--- config.mk ---
export PLATFORM = sky130hd
export DESIGN_NAME = isqrt_upd_cell
export DESIGN_NICKNAME = d
export VERILOG_FILES = /design/src/isqrt_pkg.sv /design/src/isqrt_upd_cell.sv
export SDC_FILE = /design/constraint.sdc
export NUM_CORES = 1
export LEC_CHECK = 0
export BUFFER_PORTS_ARGS = -buffer_cell sky130_fd_sc_hd__buf_2
export CAP_MARGIN = 5
export CORE_ASPECT_RATIO = 0.9
export CORE_MARGIN = 2
export CORE_UTILIZATION = 35
export DETAILED_ROUTE_END_ITERATION = 10
export HOLD_SLACK_MARGIN = 0.03
export PLACE_DENSITY_LB_ADDON = 0.12
export RECOVER_POWER = 50
export SYNTH_ARGS = -nofsm -noshare
export SYNTH_HDL_FRONTEND = slang
export SYNTH_SLANG_ARGS = --single-unit
export TNS_END_PERCENT = 5
--- constraint.sdc ---
create_clock -name clk -period 0.9 [get_ports clk]
set_input_delay 0.18 -clock clk [delete_from_list [all_inputs] [get_ports clk]]
set_output_delay 0.18 -clock clk [all_outputs]
set_load 0.005 [all_outputs]
--- src/isqrt_pkg.sv ---
// Shared widths, constants and the per-stage data word of the square root pipeline.
package isqrt_pkg;

	localparam int NUM_W = 31;
	localparam int ROOT_W = 20;
	localparam int ITERATIONS = 4;

	// One restoring cell per quotient bit, then one guess update cell
	localparam int CELLS_PER_STEP = NUM_W + 1;
	localparam int STAGES = ITERATIONS * CELLS_PER_STEP;
	localparam int SUM_W = NUM_W + 1;

	localparam logic [ROOT_W-1:0] SEED_GUESS = ROOT_W'(1255);
	localparam logic [ROOT_W-1:0] ROOT_MAX = '1;
	localparam logic [ROOT_W-1:0] ROOT_ONE = ROOT_W'(1);

	// Data carried from cell to cell
	typedef struct packed {
		logic [NUM_W-1:0]  num;        // original operand, kept for every step
		logic [NUM_W-1:0]  dvd;        // dividend bits still to be shifted in
		logic [NUM_W-1:0]  quo;        // quotient bits produced so far
		logic [ROOT_W-1:0] rem;        // partial remainder, always below guess
		logic [ROOT_W-1:0] guess;      // current Newton guess, also the divisor
		logic              below_two;  // operand below two: pass it through
	} isqrt_word_t;

endpackage

--- src/isqrt_upd_cell.sv ---
// Guess update cell: guess = (guess + quotient) / 2, then re-arm the divider fields.
module isqrt_upd_cell (
	input  logic                 clk,
	input  logic                 arst_n,
	input  logic                 adv,
	input  logic                 valid_i,
	input  isqrt_pkg::isqrt_word_t word_i,
	output logic                 valid_o,
	output isqrt_pkg::isqrt_word_t word_o
);

	logic                            valid_q;
	isqrt_pkg::isqrt_word_t          word_q;
	isqrt_pkg::isqrt_word_t          word_d;
	logic [isqrt_pkg::SUM_W-1:0]     sum;
	logic [isqrt_pkg::NUM_W-1:0]     half;

	// Average guess and quotient, keep the guess in range and nonzero
	always_comb begin
		sum = isqrt_pkg::SUM_W'(word_i.guess) + isqrt_pkg::SUM_W'(word_i.quo);
		half = sum[isqrt_pkg::SUM_W-1:1];
		word_d = word_i;
		if (half > isqrt_pkg::NUM_W'(isqrt_pkg::ROOT_MAX)) begin
			word_d.guess = isqrt_pkg::ROOT_MAX;
		end else if (half == '0) begin
			word_d.guess = isqrt_pkg::ROOT_ONE;
		end else begin
			word_d.guess = half[isqrt_pkg::ROOT_W-1:0];
		end
		word_d.dvd = word_i.num;
		word_d.quo = '0;
		word_d.rem = '0;
	end

	// Advance valid with the whole chain
	always_ff @(posedge clk or negedge arst_n) begin
		if (!arst_n) begin
			valid_q <= 1'b0;
		end else if (adv) begin
			valid_q <= valid_i;
		end
	end

	// Hold payload while the chain is stalled
	always_ff @(posedge clk) begin
		if (adv) begin
			word_q <= word_d;
		end
	end

	assign valid_o = valid_q;
	assign word_o = word_q;

endmodule

==> metrics.txt <==
run status finished with violations; violated checks setup timing; Post-Synthesis Cells ~400; EDFF count, synth 52; CTS root buffer clkbuf_16; vias per cell 4.712; XOR/XNOR Fraction of Synth Area 0.03408; Peak VDD IR 0.8196 mV; Pins Over Slew Limit 0; IO Pins 273; flops & latches, synth 53; Starting Density 0.3581; synthesized area 0.003855 sq mm; Max Freq approximately 380 MHz; Site Rows 36; slew margin rel. 0.6623; worst hold path class in2reg; P per Cell Area 1316 mW/mm^2; CTS clk-pin slew, worst paths 60 ps; fin crit period 2648 ps; TritonCTS Sinks 53; pin count of the biggest net entering global routing 24; # setup viols final 104; Setup WS post-layout -1748 ps; RD Place Congestion 0.8778; total wire length between 10000 and 15000 um; DRC 0; Synth Area per Inst approximately 10 sq um; cell family contributing the most delay on the critical path compound AO/OA/AOI/OAI gates; largest family of logic cells by synthesized area buffers and inverters; crit-path cells buf_2 > ha_1 > a21oi_1 > o21ai_0 > a211oi_1 > nor3_2 > buf_4 > o21ai_0 > o31ai_1 > nor4_4 > buf_4 > a21bo_1; setup TNS -41480 ps; Post-DP Area 0.005416 sq mm; vias in the first global route 3433; First-pass DRT Iterations 4; via count 3694; DP Worst Slack -2060 ps; # H-tree levels 2; initial DRC count 172; Die Span X approximately 110 um; Hold Vio Cnt, Final 0; post-detail-place hpwl between 9000 and 10000 um; Data arrival, critical path around 2700 ps; PortBufs 170; Compound-Gate Fraction of Synth Area 0.1490; RSZ-0062 raised after global routing yes; mux cell area share after synthesis 0.01071; first-pass GRT wire length about 17000 um; commonest cells after routing, fill and taps aside buf_2 (169), buf_4 (119), edfxtp_1 (52), conb_1 (51), nand2_1 (32); Worst Tran Pin Value 506.6 ps; dominant synthesized flop cell edfxtp_1; ratio of final minimum period to clock period 2.942; total power 7.665 mW; register area share after synthesis 0.4116; CTS tree yes; Max Root-Sink Buffers 2; Buf/Inv on CP 3; diode count 0; final non-filler cell area a little under 0.006 sq mm; final hold slack 66.75 ps; CP required 940 ps; Syn-to-layout area delta 51.12%; antenna violations before repair 0; layout cells sized above 1 0.5300; post-synthesis simple-gate area fraction 0.1448; CTS buffer count 5; Setup crit start kind primary input; post-route ant nets 0; slowest CP cell a211oi_1; Distinct cells, synth 58; WS Path Type in2reg; post-synthesis adder-cell area fraction 0.06686; Worst path max stage delay 370 ps; total gr overflow 0; die area 0.01187 sq mm; commonest non-fill, non-tap cell in the layout buf_2; ys async rst share 0.01887; Tot GR Track Use 0.1762; clock latency reported for the late side of the worst-skew pair about 280 ps; chip height 103.6 um; Synthesis Warnings 0; core box area 0.01077 sq mm; final net count 808; MaxCap Viol Count 0; clk_skew 0 ps; wire length per cell 14.31 um; Leak Pwr around 2.7 nW; CP Capture Type flip-flop; Worst Path Max Fanout 5
## metal layers
layer,routed length (um),GRT usage,share of wire,vias to the layer above
li1,-,-,-,1822
met1,4752,0.2250,0.42,1694
met2,5486,0.3077,0.49,169
met3,847,0.03160,0.076,9
met4,130,0.04094,0.012,0
met5,0,0,0,-
## layout make-up
| type | count | area [sq um] |
|---|---|---|
| clock buffers | 6 | 128.9 |
| clock inverters | 2 | 33.78 |
| fillers | 978 | 4940 |
| inverters | 12 | 45.04 |
| multi-input cells | 283 | 2047 |
| flip-flops and latches | 53 | 1587 |
| well taps | 133 | 166.4 |
| repair buffers | 295 | 1818 |
## logic make-up after synthesis
kind of cell | count (synthesis)
AND/OR/NAND/NOR | 110
buffers and inverters | 103
flip-flops | 53
AO/OA/AOI/OAI | 83
multiplexers | 4
XOR/XNOR | 15
adder cells (fa/ha/maj) | 20
other | 1
## what timing repair did
action                                  4_1_cts  5_1_grt
endpoints found under the setup margin      104      104
gates cloned                                  0        1
hold buffers                                  1        0
pin swaps                                     1        7
endpoints found under the hold margin         1        0
resized for setup                             5       32
setup buffers                                 1        5
## where the power goes
| part | internal (mW) | switching [mW] |
|---|---|---|
| registers | 2.89 | 0.0719 |
| clock network | 1.30 | 0.778 |
| logic | 1.40 | 1.22 |
| total | 5.59 | 2.07 |
## sequential cells by signal, indices dropped and copies added (netlist names)
signal and cells:
valid_o 1, word_o 52
## synth_stat cells (3+ instances only)
| cell type | instances | area, sq um |
|---|---|---|
| nand3_1 | 6 | 30.03 |
| buf_4 | 83 | 623.1 |
| or3_1 | 4 | 25.02 |
| o21ai_0 | 20 | 100.1 |
| o31ai_1 | 5 | 37.54 |
| ha_1 | 19 | 237.7 |
| and3_1 | 5 | 31.28 |
| mux2i_1 | 3 | 30.03 |
| a211oi_1 | 4 | 30.03 |
| nand2b_1 | 3 | 18.77 |
| xor2_1 | 4 | 35.03 |
| edfxtp_1 | 52 | 1562 |
| a31oi_1 | 4 | 25.02 |
| nor2b_1 | 3 | 18.77 |
| nor2_1 | 19 | 71.32 |
| nor3_1 | 12 | 60.06 |
| nand2_1 | 35 | 131.4 |
| nand4_1 | 10 | 62.56 |
| clkbuf_1 | 4 | 15.01 |
| o21a_1 | 4 | 30.03 |
| a21o_1 | 4 | 30.03 |
| o211ai_1 | 5 | 37.54 |
| xnor2_1 | 11 | 96.34 |
| buf_2 | 3 | 15.01 |
| inv_1 | 12 | 45.04 |
| a21oi_1 | 16 | 80.08 |
## path summary, 6_finish.rpt
check,startpoint,end,slack [ps],depth (start not counted)
setup / recovery,word_i[18],word_o[19]$_SDFFCE_PN1P_,-1750,12
hold reg to reg,valid_o$_DFFE_PN0P_,valid_o$_DFFE_PN0P_,510,1
max in group asynchronous,arst_n,valid_o$_DFFE_PN0P_,630,2
hold / removal,word_i[122],word_o[91]$_DFFE_PP_,70,1
setup reg to reg,valid_o$_DFFE_PN0P_,valid_o$_DFFE_PN0P_,160,1
min in group asynchronous,arst_n,valid_o$_DFFE_PN0P_,190,2
## stage by stage
stage	cells	util
finish	784	0.5411
global route	784	0.5411
CTS	778	0.5222
detailed placement	768	0.5031
global placement	768	0.5031
floorplan	439	-
Power figures use the tool's default switching activity.
